===== src/rtl/wrs_pkg.sv =====
// Shared types and constants for the wake recovery sequencer.
// No dependencies; used by wrs_cfg, wrs_step and wake_recovery_sequencer.

package wrs_pkg;

    // Item kinds carried on the input tuser bit
    localparam logic OP_BEGIN = 1'b0;
    localparam logic OP_POLL  = 1'b1;

    // Wake causes
    localparam logic [2:0] CAUSE_COLD    = 3'd0;
    localparam logic [2:0] CAUSE_VOICE   = 3'd2;
    localparam logic [2:0] CAUSE_MSOURCE = 3'd6;
    localparam logic [2:0] CAUSE_UNKNOWN = 3'd7;

    // Actions reported in the result
    localparam logic [2:0] ACT_NONE      = 3'd0;
    localparam logic [2:0] ACT_INDICATOR = 3'd1;
    localparam logic [2:0] ACT_RESTORE   = 3'd2;
    localparam logic [2:0] ACT_NETWORK   = 3'd3;
    localparam logic [2:0] ACT_SYNC      = 3'd4;
    localparam logic [2:0] ACT_BUTTON    = 3'd5;
    localparam logic [2:0] ACT_REARM     = 3'd6;
    localparam logic [2:0] ACT_PROMPT    = 3'd7;

    // Configuration register indexes
    localparam logic [1:0] REG_RETRY_INTERVAL  = 2'd0;
    localparam logic [1:0] REG_RELEASE_DEBOUNCE = 2'd1;
    localparam logic [1:0] REG_MAX_ATTEMPTS    = 2'd2;
    localparam logic [1:0] REG_PROMPT_ON_BTN   = 2'd3;

    localparam int CFG_DATA_W  = 31;
    localparam int CFG_INDEX_W = 2;

    // Register values after reset
    localparam logic [30:0] RETRY_INTERVAL_RST   = 31'd1000;
    localparam logic [30:0] RELEASE_DEBOUNCE_RST = 31'd50;
    localparam logic [15:0] MAX_ATTEMPTS_RST     = 16'd3;
    localparam logic        PROMPT_ON_BTN_RST    = 1'b0;

    localparam logic [15:0] FAIL_COUNT_MAX = 16'hFFFF;

    // Recovery stages
    typedef enum logic [3:0] {
        ST_IDLE      = 4'd0,
        ST_INDICATOR = 4'd1,
        ST_RESTORE   = 4'd2,
        ST_NETWORK   = 4'd3,
        ST_SYNC      = 4'd4,
        ST_RELEASE   = 4'd5,
        ST_REARM     = 4'd6,
        ST_PROMPT    = 4'd7,
        ST_READY     = 4'd8,
        ST_FAULT     = 4'd9
    } stage_t;

    typedef struct packed {
        logic [30:0] retry_gap_ms;
        logic [30:0] settle_ms;
        logic [15:0] max_attempts;
        logic        prompt_on_press;
    } cfg_t;

    typedef struct packed {
        logic        op;
        logic [2:0]  cause;
        logic [31:0] now_ms;
        logic        action_ok;
        logic        buttons_released;
    } item_t;

    typedef struct packed {
        stage_t      stage;
        logic        press_wake;
        logic        want_prompt;
        logic [15:0] fail_count;
        logic        tried_before;
        logic [31:0] last_try_ms;
        logic        release_pending;
        logic [31:0] release_start_ms;
    } seq_state_t;

    typedef struct packed {
        logic        begin_ok;
        logic [3:0]  stage_now;
        logic [2:0]  action;
        logic        attempted;
        logic        action_failed;
        logic        transition;
    } result_t;

endpackage


===== src/rtl/wake_recovery_sequencer.sv =====
// Top level of the wake recovery sequencer: input register, stage update, result register.
// Depends on wrs_pkg, wrs_cfg and wrs_step.

// Each input transaction is one begin (tuser 0) or one poll tick (tuser 1) and
// produces exactly one result transaction. The block takes one transaction per
// clock cycle unless the result is stalled: a transaction lands in the input
// register, and once the result register can take it the combinational stage
// update (one 32-bit wrapping elapsed-time compare per timer, the failure
// counter and the stage select) writes the sequencer state and the result
// register together. A stalled result holds the input register; while the result
// register is free the input side keeps accepting every cycle.
// Configuration writes take effect on the next clock edge and are meant to be
// issued only while no transaction is in flight.

module wake_recovery_sequencer
(
    input  logic                               clk,
    input  logic                               rst_n,

    input  logic                               cfg_we,
    input  logic [wrs_pkg::CFG_INDEX_W-1:0]    cfg_index,
    input  logic [wrs_pkg::CFG_DATA_W-1:0]     cfg_data,

    input  logic                               s_tvalid,
    output logic                               s_tready,
    // tdata from bit 0: cause[2:0], now_ms[34:3], action_ok[35],
    // buttons_released[36], zero fill[39:37]
    input  logic [39:0]                        s_tdata,
    // tuser: op (0 begin, 1 poll tick)
    input  logic                               s_tuser,

    output logic                               m_tvalid,
    input  logic                               m_tready,
    // tdata from bit 0: begin_ok[0], stage_now[4:1], action[7:5], attempted[8],
    // action_failed[9], transition[10], zero fill[15:11]
    output logic [15:0]                        m_tdata
);

    wrs_pkg::cfg_t       cfg;
    wrs_pkg::item_t      item_in;
    wrs_pkg::item_t      item_reg;
    logic                in_valid_reg;
    logic                in_valid_next;
    wrs_pkg::seq_state_t st_reg;
    wrs_pkg::seq_state_t st_next;
    wrs_pkg::result_t    res_comb;
    wrs_pkg::result_t    res_reg;
    logic                out_valid_reg;
    logic                out_valid_next;
    logic                advance;
    logic                in_take;

    wrs_cfg u_cfg
    (
        .clk       (clk),
        .rst_n     (rst_n),
        .cfg_we    (cfg_we),
        .cfg_index (cfg_index),
        .cfg_data  (cfg_data),
        .cfg       (cfg)
    );

    // Unpack the input transaction
    assign item_in.op               = s_tuser;
    assign item_in.cause            = s_tdata[2:0];
    assign item_in.now_ms           = s_tdata[34:3];
    assign item_in.action_ok        = s_tdata[35];
    assign item_in.buttons_released = s_tdata[36];

    // Advance the held item once the result register can take its result
    assign advance  = in_valid_reg && (!out_valid_reg || m_tready);
    assign s_tready = !in_valid_reg || advance;
    assign in_take  = s_tvalid && s_tready;

    assign in_valid_next  = in_take ? 1'b1 : (advance ? 1'b0 : in_valid_reg);
    assign out_valid_next = advance ? 1'b1 : (m_tready ? 1'b0 : out_valid_reg);

    wrs_step u_step
    (
        .cfg     (cfg),
        .item    (item_reg),
        .st      (st_reg),
        .st_next (st_next),
        .res     (res_comb)
    );

    // Handshake control and sequencer state
    always_ff @(posedge clk or negedge rst_n)
    begin
        if (!rst_n)
        begin
            in_valid_reg  <= 1'b0;
            out_valid_reg <= 1'b0;
            st_reg        <= '0;
        end
        else
        begin
            in_valid_reg  <= in_valid_next;
            out_valid_reg <= out_valid_next;
            if (advance)
            begin
                st_reg <= st_next;
            end
        end
    end

    // Hold the payload registers
    always_ff @(posedge clk)
    begin
        if (in_take)
        begin
            item_reg <= item_in;
        end
        if (advance)
        begin
            res_reg <= res_comb;
        end
    end

    // Pack the result transaction
    assign m_tvalid = out_valid_reg;
    assign m_tdata  = {5'b00000, res_reg.transition, res_reg.action_failed, res_reg.attempted,
                       res_reg.action, res_reg.stage_now, res_reg.begin_ok};

endmodule


===== src/rtl/wrs_cfg.sv =====
// Configuration register file of the wake recovery sequencer.
// Depends on wrs_pkg for the register indexes, reset values and cfg_t.

module wrs_cfg
(
    input  logic                               clk,
    input  logic                               rst_n,
    input  logic                               cfg_we,
    input  logic [wrs_pkg::CFG_INDEX_W-1:0]    cfg_index,
    input  logic [wrs_pkg::CFG_DATA_W-1:0]     cfg_data,
    output wrs_pkg::cfg_t                      cfg
);

    wrs_pkg::cfg_t cfg_reg;
    wrs_pkg::cfg_t cfg_next;

    // Decode the write into the selected register
    always_comb
    begin
        cfg_next = cfg_reg;
        if (cfg_we)
        begin
            unique case (cfg_index)
                wrs_pkg::REG_RETRY_INTERVAL:   cfg_next.retry_gap_ms = cfg_data;
                wrs_pkg::REG_RELEASE_DEBOUNCE: cfg_next.settle_ms = cfg_data;
                wrs_pkg::REG_MAX_ATTEMPTS:     cfg_next.max_attempts = cfg_data[15:0];
                wrs_pkg::REG_PROMPT_ON_BTN:    cfg_next.prompt_on_press = cfg_data[0];
                default:                       cfg_next = cfg_reg;
            endcase
        end
    end

    always_ff @(posedge clk or negedge rst_n)
    begin
        if (!rst_n)
        begin
            cfg_reg.retry_gap_ms    <= wrs_pkg::RETRY_INTERVAL_RST;
            cfg_reg.settle_ms       <= wrs_pkg::RELEASE_DEBOUNCE_RST;
            cfg_reg.max_attempts    <= wrs_pkg::MAX_ATTEMPTS_RST;
            cfg_reg.prompt_on_press <= wrs_pkg::PROMPT_ON_BTN_RST;
        end
        else
        begin
            cfg_reg <= cfg_next;
        end
    end

    assign cfg = cfg_reg;

endmodule


===== src/rtl/wrs_step.sv =====
// Stage update logic: one begin or poll item against the current sequencer state.
// Purely combinational; depends on wrs_pkg for types, stages and action codes.

module wrs_step
(
    input  wrs_pkg::cfg_t       cfg,
    input  wrs_pkg::item_t      item,
    input  wrs_pkg::seq_state_t st,
    output wrs_pkg::seq_state_t st_next,
    output wrs_pkg::result_t    res
);

    logic [31:0]     try_elapsed;
    logic [31:0]     release_elapsed;
    logic            due;
    logic            released_long;
    logic            cfg_valid;
    logic            is_button;
    logic            can_begin;
    logic [15:0]     fail_inc;
    logic [2:0]      stage_action;
    wrs_pkg::stage_t success_stage;

    // Wrapping elapsed times, compared unsigned against the intervals
    assign try_elapsed     = item.now_ms - st.last_try_ms;
    assign release_elapsed = item.now_ms - st.release_start_ms;
    assign due = !st.tried_before || (try_elapsed >= {1'b0, cfg.retry_gap_ms});
    assign released_long = release_elapsed >= {1'b0, cfg.settle_ms};

    assign cfg_valid = (cfg.retry_gap_ms != '0) && (cfg.settle_ms != '0)
                       && (cfg.max_attempts != '0);
    assign is_button = (item.cause >= wrs_pkg::CAUSE_VOICE)
                       && (item.cause <= wrs_pkg::CAUSE_MSOURCE);
    assign can_begin = (st.stage == wrs_pkg::ST_IDLE) || (st.stage == wrs_pkg::ST_READY)
                       || (st.stage == wrs_pkg::ST_FAULT);

    // Saturating failure count
    assign fail_inc = (st.fail_count == wrs_pkg::FAIL_COUNT_MAX) ? st.fail_count
                                                                 : st.fail_count + 16'd1;

    // Action code and successor of each retried stage
    always_comb
    begin
        stage_action  = wrs_pkg::ACT_NONE;
        success_stage = st.stage;
        unique case (st.stage)
            wrs_pkg::ST_INDICATOR:
            begin
                stage_action  = wrs_pkg::ACT_INDICATOR;
                success_stage = wrs_pkg::ST_RESTORE;
            end
            wrs_pkg::ST_RESTORE:
            begin
                stage_action  = wrs_pkg::ACT_RESTORE;
                success_stage = wrs_pkg::ST_NETWORK;
            end
            wrs_pkg::ST_NETWORK:
            begin
                stage_action  = wrs_pkg::ACT_NETWORK;
                success_stage = wrs_pkg::ST_SYNC;
            end
            wrs_pkg::ST_SYNC:
            begin
                stage_action  = wrs_pkg::ACT_SYNC;
                success_stage = st.press_wake ? wrs_pkg::ST_RELEASE : wrs_pkg::ST_REARM;
            end
            wrs_pkg::ST_REARM:
            begin
                stage_action  = wrs_pkg::ACT_REARM;
                success_stage = st.want_prompt ? wrs_pkg::ST_PROMPT : wrs_pkg::ST_READY;
            end
            default:
            begin
                stage_action  = wrs_pkg::ACT_NONE;
                success_stage = st.stage;
            end
        endcase
    end

    // Next state and result
    always_comb
    begin
        st_next = st;
        res     = '0;
        if (item.op == wrs_pkg::OP_BEGIN)
        begin
            if (can_begin)
            begin
                st_next.press_wake      = is_button;
                st_next.want_prompt     = is_button && cfg.prompt_on_press;
                st_next.fail_count      = '0;
                st_next.tried_before    = 1'b0;
                st_next.release_pending = 1'b0;
                if (!cfg_valid || (item.cause == wrs_pkg::CAUSE_COLD)
                    || (item.cause == wrs_pkg::CAUSE_UNKNOWN))
                begin
                    st_next.stage = wrs_pkg::ST_FAULT;
                end
                else
                begin
                    st_next.stage = is_button ? wrs_pkg::ST_INDICATOR : wrs_pkg::ST_RESTORE;
                    res.begin_ok  = 1'b1;
                end
            end
        end
        else
        begin
            unique case (st.stage)
                wrs_pkg::ST_INDICATOR, wrs_pkg::ST_RESTORE, wrs_pkg::ST_NETWORK,
                wrs_pkg::ST_SYNC, wrs_pkg::ST_REARM:
                begin
                    if (due)
                    begin
                        res.action           = stage_action;
                        res.attempted        = 1'b1;
                        st_next.tried_before = 1'b1;
                        st_next.last_try_ms  = item.now_ms;
                        if (item.action_ok)
                        begin
                            st_next.stage        = success_stage;
                            st_next.fail_count   = '0;
                            st_next.tried_before = 1'b0;
                            res.transition       = 1'b1;
                        end
                        else
                        begin
                            res.action_failed  = 1'b1;
                            st_next.fail_count = fail_inc;
                            if (fail_inc >= cfg.max_attempts)
                            begin
                                st_next.stage        = wrs_pkg::ST_FAULT;
                                st_next.fail_count   = '0;
                                st_next.tried_before = 1'b0;
                                res.transition       = 1'b1;
                            end
                        end
                    end
                end
                wrs_pkg::ST_RELEASE:
                begin
                    res.attempted = 1'b1;
                    res.action    = wrs_pkg::ACT_BUTTON;
                    if (!item.buttons_released)
                    begin
                        st_next.release_pending = 1'b0;
                    end
                    else if (!st.release_pending)
                    begin
                        st_next.release_pending  = 1'b1;
                        st_next.release_start_ms = item.now_ms;
                    end
                    else if (released_long)
                    begin
                        st_next.stage        = wrs_pkg::ST_REARM;
                        st_next.fail_count   = '0;
                        st_next.tried_before = 1'b0;
                        res.transition       = 1'b1;
                    end
                end
                wrs_pkg::ST_PROMPT:
                begin
                    res.attempted        = 1'b1;
                    res.action           = wrs_pkg::ACT_PROMPT;
                    st_next.stage        = wrs_pkg::ST_READY;
                    st_next.fail_count   = '0;
                    st_next.tried_before = 1'b0;
                    res.transition       = 1'b1;
                end
                default:
                begin
                    st_next = st;
                end
            endcase
        end
        res.stage_now = st_next.stage;
    end

endmodule

===== config.mk =====
export PLATFORM = sky130hd
export DESIGN_NAME = wake_recovery_sequencer
export DESIGN_NICKNAME = d
export VERILOG_FILES = /design/src/rtl/wrs_pkg.sv /design/src/rtl/wake_recovery_sequencer.sv /design/src/rtl/wrs_cfg.sv /design/src/rtl/wrs_step.sv
export SDC_FILE = /design/constraint.sdc
export NUM_CORES = 1
export LEC_CHECK = 0
export ABC_AREA = 1
export BUFFER_PORTS_ARGS = -buffer_cell sky130_fd_sc_hd__buf_2
export CAP_MARGIN = 30
export CORE_AREA = 2 2 176 221
export CTS_CLUSTER_SIZE = 12
export DETAILED_ROUTE_END_ITERATION = 8
export DIE_AREA = 0 0 178 223
export SKIP_LAST_GASP = 1
export SYNTH_ARGS = -nofsm -noshare
export SYNTH_HDL_FRONTEND = slang
export SYNTH_HIERARCHICAL = 1
export SYNTH_SLANG_ARGS = --single-unit

===== constraint.sdc =====
create_clock -name clk -period 11.7 [get_ports clk]
set_clock_uncertainty 0.1 [all_clocks]
set_input_delay 0.585 -clock clk [delete_from_list [all_inputs] [get_ports clk]]
set_output_delay 0.585 -clock clk [all_outputs]
set_load 0.1 [all_outputs]

# Word level (Yosys, flattened, before mapping)
# Index checks and enable logic that the tools add are counted.
# W data, S select, Z words.
[word_totals]
ff_bits = 218
output_inout_bits = 18
[classes]
order_cmp = 5
n_bitwise = 3
mux = 43
n_eq_ne = 20
reduce_logical = 38
n_addsub = 3
[op_table]
columns = ["op", "count"]
rows = [
  ["$mux W17", 5],
  ["$ge A32 B31 Y1", 2],
  ["$mux W32", 2],
  ["$sub A32 B32 Y32", 2],
  ["$reduce_bool A31 Y1", 2],
  ["$pmux W17 S3", 1],
  ["$mux W49", 1],
  ["$mux W23", 2],
  ["$mux W33", 1],
  ["$mux W4", 8],
  ["$pmux W4 S3", 2],
  ["$pmux W4 S5", 1],
  ["$add A16 B1 Y16 const B", 1],
  ["$eq A16 B16 Y1 const B", 1],
  ["$eq A4 B3 Y1 const B", 4],
  ["$ge A16 B16 Y1", 1],
  ["$mux W16", 1],
  ["$reduce_bool A16 Y1", 1],
  ["$pmux W3 S5", 1],
  ["$mux W1", 14],
  ["$reduce_and A3 Y1", 3],
  ["$eq A4 B2 Y1 const B", 2],
  ["$eq A4 B4 Y1 const B", 2],
  ["$reduce_and A2 Y1", 4],
  ["other kinds (26)", 48],
]

# Longest topological paths before layout
[depth]
depth_word = 9
ltp_mapped = 35
depth_no_buf = 34

# Modules after synthesis
# Netlist, hierarchy kept.
[by_module_without_submodules]
columns = ["module", "seq_area_each_um2", "area_each_um2", "cells_each", "n_inst"]
rows = [
  ["wrs_step", 0.0, 7933.9, 1418, 1],
  ["wake_recovery_sequencer", 3723.6, 5097.4, 446, 1],
  ["wrs_cfg", 1990.7, 3274.4, 352, 1],
]

# Worst setup path before layout
# OpenSTA, ideal clock, no wires.
[synth_path]
kind = "register -> register"
from = "reg item_reg[2] (netlist name)"
to = "reg st_reg[85] (netlist name)"
path_slack_ps = 7197
arrival_ps = 4286
t_required_ps = 11484
path_stages_with_launch = 35
setup_time_ps = 116
path_cell_list = "edfxtp_1 inv_1 ha_1 inv_1 fa_1 nand3_1 nand2_1 a21oi_1 o21ai_0 a31oi_1 o21ai_0 a21oi_1 o21ai_0 nand2_1 nand2_1 xor2_1 ha_1 nand2_1 o21a_1 o221a_2 nand2_1 nand2_1 nand2_1 nand2_1 nand2_1 nand2_2 clkbuf_1 nand3_1 nand3_1 o21ai_0 nand2_1 nand2_1 buf_4 nand3_1 nand2_1"
[synth_lines]
columns = ["item", "line_no", "text"]
rows = [
  ["start: declaration", "wake_recovery_sequencer.sv:41", "wrs_pkg::item_t item_reg;"],
  ["start signal: assignment", "wake_recovery_sequencer.sv:112", "item_reg <= item_in;"],
  ["end signal: assignment", "wake_recovery_sequencer.sv:102", "st_reg <= st_next;"],
  ["end: declaration", "wake_recovery_sequencer.sv:44", "wrs_pkg::seq_state_t st_reg;"],
]

# Worst setup path in the final report
[layout_path]
from = "reg item_reg[2] (netlist name)"
to = "reg st_reg[58] (netlist name)"
[layout_between]
elab_chain_cells = 4
[layout_rtl]
columns = ["item", "line_no", "text"]
rows = [
  ["$sub A32 B32 Y32", "wrs_step.sv:25", "assign try_elapsed = item.now_ms - st.last_try_ms;"],
  ["$ge A32 B31 Y1", "wrs_step.sv:27", "assign due = !st.tried_before || (try_elapsed >= {1'b0, cfg.retry_gap_ms});"],
  ["$logic_or A1 B1 Y1", "wrs_step.sv:27", ""],
  ["$reduce_and A4 Y1 (no source line)", "--", ""],
]
# No other way between the ends.
# A chain may end at the register's enable or synchronous reset.

==> flow_metrics.py <==
metrics = {
    "die": {
        "core_mm2": 0.0377,
        "die_h_um": 223,
        "die_w_um": 178,
        "die-area_mm2": 0.0397,
        "std_cell_rows": 80,
        "start_util_pct": 43.2,
        "num_io_pins": 97,
    },
    "setup_path": {
        "crit_top_cell": "nand2_1",
        "slowest_delay_ns": 0.55,
        "crit_type": "flip-flop to flip-flop",
        "startpoint": "item_reg[2]$_DFFE_PP_",
        "cp_slowest_cell": "buf_4",
        "crit_fanout": 64,
        "critPathRequiredTime_ns": 12.08,
        "r2r-start": "item_reg[2]$_DFFE_PP_",
        "critPathLaunchType": "flip-flop",
        "arrival_ns": 6.37,
        "endpoint_kind": "flip-flop",
    },
    "final_layout": {
        "multi_input_area_mm2": 0.00884,
        "n_fill_cell": 3836,
        "seqCellArea_mm2": 0.00572,
        "stdcell_area_mm2": 0.0177,
        "largest_register_ffs": 88,
        "syn_to_final_growth_pct": 8.84,
        "fin_nets": 2474,
        "final_layout_size_suffix_gt1_share_pct": 8.98,
        "antenna_cells": 0,
    },
    "worst_hold_path": {
        "min_path_type": "primary input to flip-flop",
        "min_from": "s_tdata[20]",
    },
    "sta": {
        "rsz0062_at_grt": "no",
        "tns_ns": 0,
        "clock.fmax_ghz": 0.167,
        "finalHoldViolations": 0,
        "max-slew-margin-rel_pct": 41.6,
        "tightestPinTransition_ns": 0.876,
        "setup_viol": 0,
        "fin_crit_ns": 5.99,
        "post-route-period-util_pct": 51.2,
        "slew_viol_final": 0,
    },
    "synthesis": {
        "syn_avg_cell_area_um2": 7.36,
        "synth_seq_cells": 218,
        "synthCells": 2216,
        "async_reset_ff_share_pct": 77.5,
        "ys.flop_type": "dfrtp_1",
        "syn-cell-area_mm2": 0.0163,
        "yosys_warnings": 6,
        "seq_area_frac_synth_pct": 35.0,
        "synth_edf_count": 49,
        "synth_cell_types": 55,
    },
    "power": {
        "p_leak_uw": 0.00902,
        "peakVddDrop_mv": 0.141,
        "p_per_area_mw_per_mm2": 235,
    },
    "drt": {
        "vias_per_cell": 5.31,
        "wl_per_cell_um": 17.0,
        "drc": 0,
        "drt_iter0_drc": 1045,
        "num_vias": 14700,
        "drtPass1Iterations": 6,
        "routed_wirelength_mm": 46.8,
        "postRouteAntennaNets": 0,
    },
    "global_routing": {
        "grt_pass1_vias": 14400,
        "antenna_found_initial": 0,
        "grt_max_degree": 84,
        "grt_pass1_wl_mm": 74.7,
        "grt_usage_pct": 23.7,
        "grt_overflow": 0,
    },
    "clock_tree": {
        "cts-htree-levels": 1,
        "clk_pin_slew_ns": 0.06,
        "cts_root_buf": "clkbuf_16",
        "cts_buffers": 25,
        "cts_tree": "yes",
        "clkSinkCount": 218,
        "clock_latency_ns": 0.56,
        "cts_resized": 0,
        "clock_path_buffers": 3,
    },
    "placement": {
        "place_hpwl_mm": 34.4,
        "place_congestion": 0.905,
        "place.port_buffers": 88,
        "place_area_mm2": 0.0169,
    },
    "status": {
        "outcome": "finished, final reports clean",
    },
    "flow_run": {
        "cap_violations": 0,
    },
}
[synth_stat cells (3+ instances only)]
cell type / n / area (um2)
a211oi_1: 4 / 30.0
a21boi_0: 5 / 37.5
a21oi_1: 129 / 646
a21oi_2: 14 / 123
a31oi_1: 6 / 37.5
buf_1: 4 / 15.0
buf_2: 38 / 190
buf_4: 28 / 210
buf_6: 9 / 101
clkbuf_1: 16 / 60.1
dfrtp_1: 158 / 3950
dfstp_2: 11 / 289
edfxtp_1: 49 / 1470
ha_1: 141 / 1760
inv_1: 308 / 1160
inv_2: 4 / 15.0
nand2_1: 653 / 2450
nand2_2: 18 / 113
nand2_4: 4 / 45.0
nand3_1: 208 / 1040
nand3b_1: 3 / 22.5
nand4_1: 67 / 419
nor2_1: 64 / 240
nor2_2: 4 / 25.0
nor3_1: 25 / 125
nor4_1: 22 / 138
o211ai_1: 5 / 37.5
o21a_1: 6 / 45.0
o21ai_0: 103 / 515
o21ai_1: 3 / 15.0
o21bai_1: 6 / 45.0
o31ai_1: 5 / 37.5
xnor2_1: 21 / 184
xor2_1: 46 / 403
[timing repair]
action	in CTS	in global routing
hold buffers	1	0
buffers inserted	0	0
endpoints found under the hold margin	55	0
[metal layers]
metal / global-route usage (%) / wire length [um] / up-vias
li1: - / - / 7338
met1: 26.0 / 17800 / 6872
met2: 45.2 / 25200 / 338
met3: 2.52 / 1730 / 114
met4: 10.3 / 2150 / 0
met5: 0 / 0 / -
[through the flow]
stage               std cells  setup slack [ns]  utilization (%)  total power (uW)  hold WS (ns)
global placement         2713              5.82             44.7              3310         0.357
global route             2763              5.18             47.0              4530        0.0912
CTS                      2763              5.68             47.0              4200        0.0822
finish                   2763              5.71             47.0              4170         0.104
detailed placement       2716              5.72             44.9              3380         0.361
floorplan                2220              7.20                -              2810         0.189
[logic make-up after synthesis]
| logic type | after synthesis | synth area share [%] |
|---|---|---|
| other | 1 | 0.0230 |
| and+or+nand+nor | 1079 | 29.1 |
| adders and majority gates | 143 | 11.1 |
| AOI/OAI and AO/OA | 299 | 10.3 |
| buffers and inverters | 409 | 10.9 |
| DFF | 218 | 35.0 |
| xor gates and xnor gates | 67 | 3.60 |
[worst max-delay path, delay by kind of cell (launching register included)]
family,cells,cell delay (ns)
XOR/XNOR,1,0.23
buffers and inverters,3,0.75
AO/OA/AOI/OAI,9,1.60
flip-flops,1,0.43
adder cells (fa/ha/maj),3,0.84
AND/OR/NAND/NOR,16,1.90
[placed cells by master, fill, tap and decap left out, types with 11 or more instances in the layout]
master,instances
nand2_1,653
inv_1,307
nand3_1,207
dfrtp_1,157
ha_1,141
a21oi_1,129
o21ai_0,103
buf_2,87
nand4_1,67
nor2_1,64
edfxtp_1,49
xor2_1,46
clkbuf_16,26
nor3_1,25
nor4_1,22
xnor2_1,21
nand2_2,18
a21oi_2,14
clkbuf_1,11
dfstp_2,11
[path summary, 6_finish.rpt]
check / end / slack, ns / cells past startpoint
min: item_reg[19]$_DFFE_PP_ / 0.10 / 1
max in group asynchronous: in_valid_reg$_DFFE_PN0P_ / 9.65 / 3
max: st_reg[58]$_DFFE_PN0P_ / 5.71 / 32
min reg2reg: u_cfg/cfg[51]$_DFFE_PN1P_ / 0.37 / 2
max reg2reg: st_reg[58]$_DFFE_PN0P_ / 5.71 / 32
min in group asynchronous: u_cfg/cfg[15]$_DFFE_PN0P_ / 0.48 / 2
[power by group]
part           total [uW]  internal, uW  switching [uW]  leakage, uW
combinational        2240           753            1480      0.00600
sequential           1140           962             180      0.00263
clock                 793           466             328     0.000394
[area by class of cell]
| class | instances | share of cell area, % |
|---|---|---|
| clock buffer | 39 | 4.05 |
| clock inverter | 7 | 0.494 |
| inverter | 313 | 6.62 |
| multi-input combinational | 1593 | 49.8 |
| sequential | 218 | 32.2 |
| tap | 492 | 3.47 |
| timing repair buffer | 101 | 3.35 |
No activity file was read; power rests on OpenSTA's default activity.
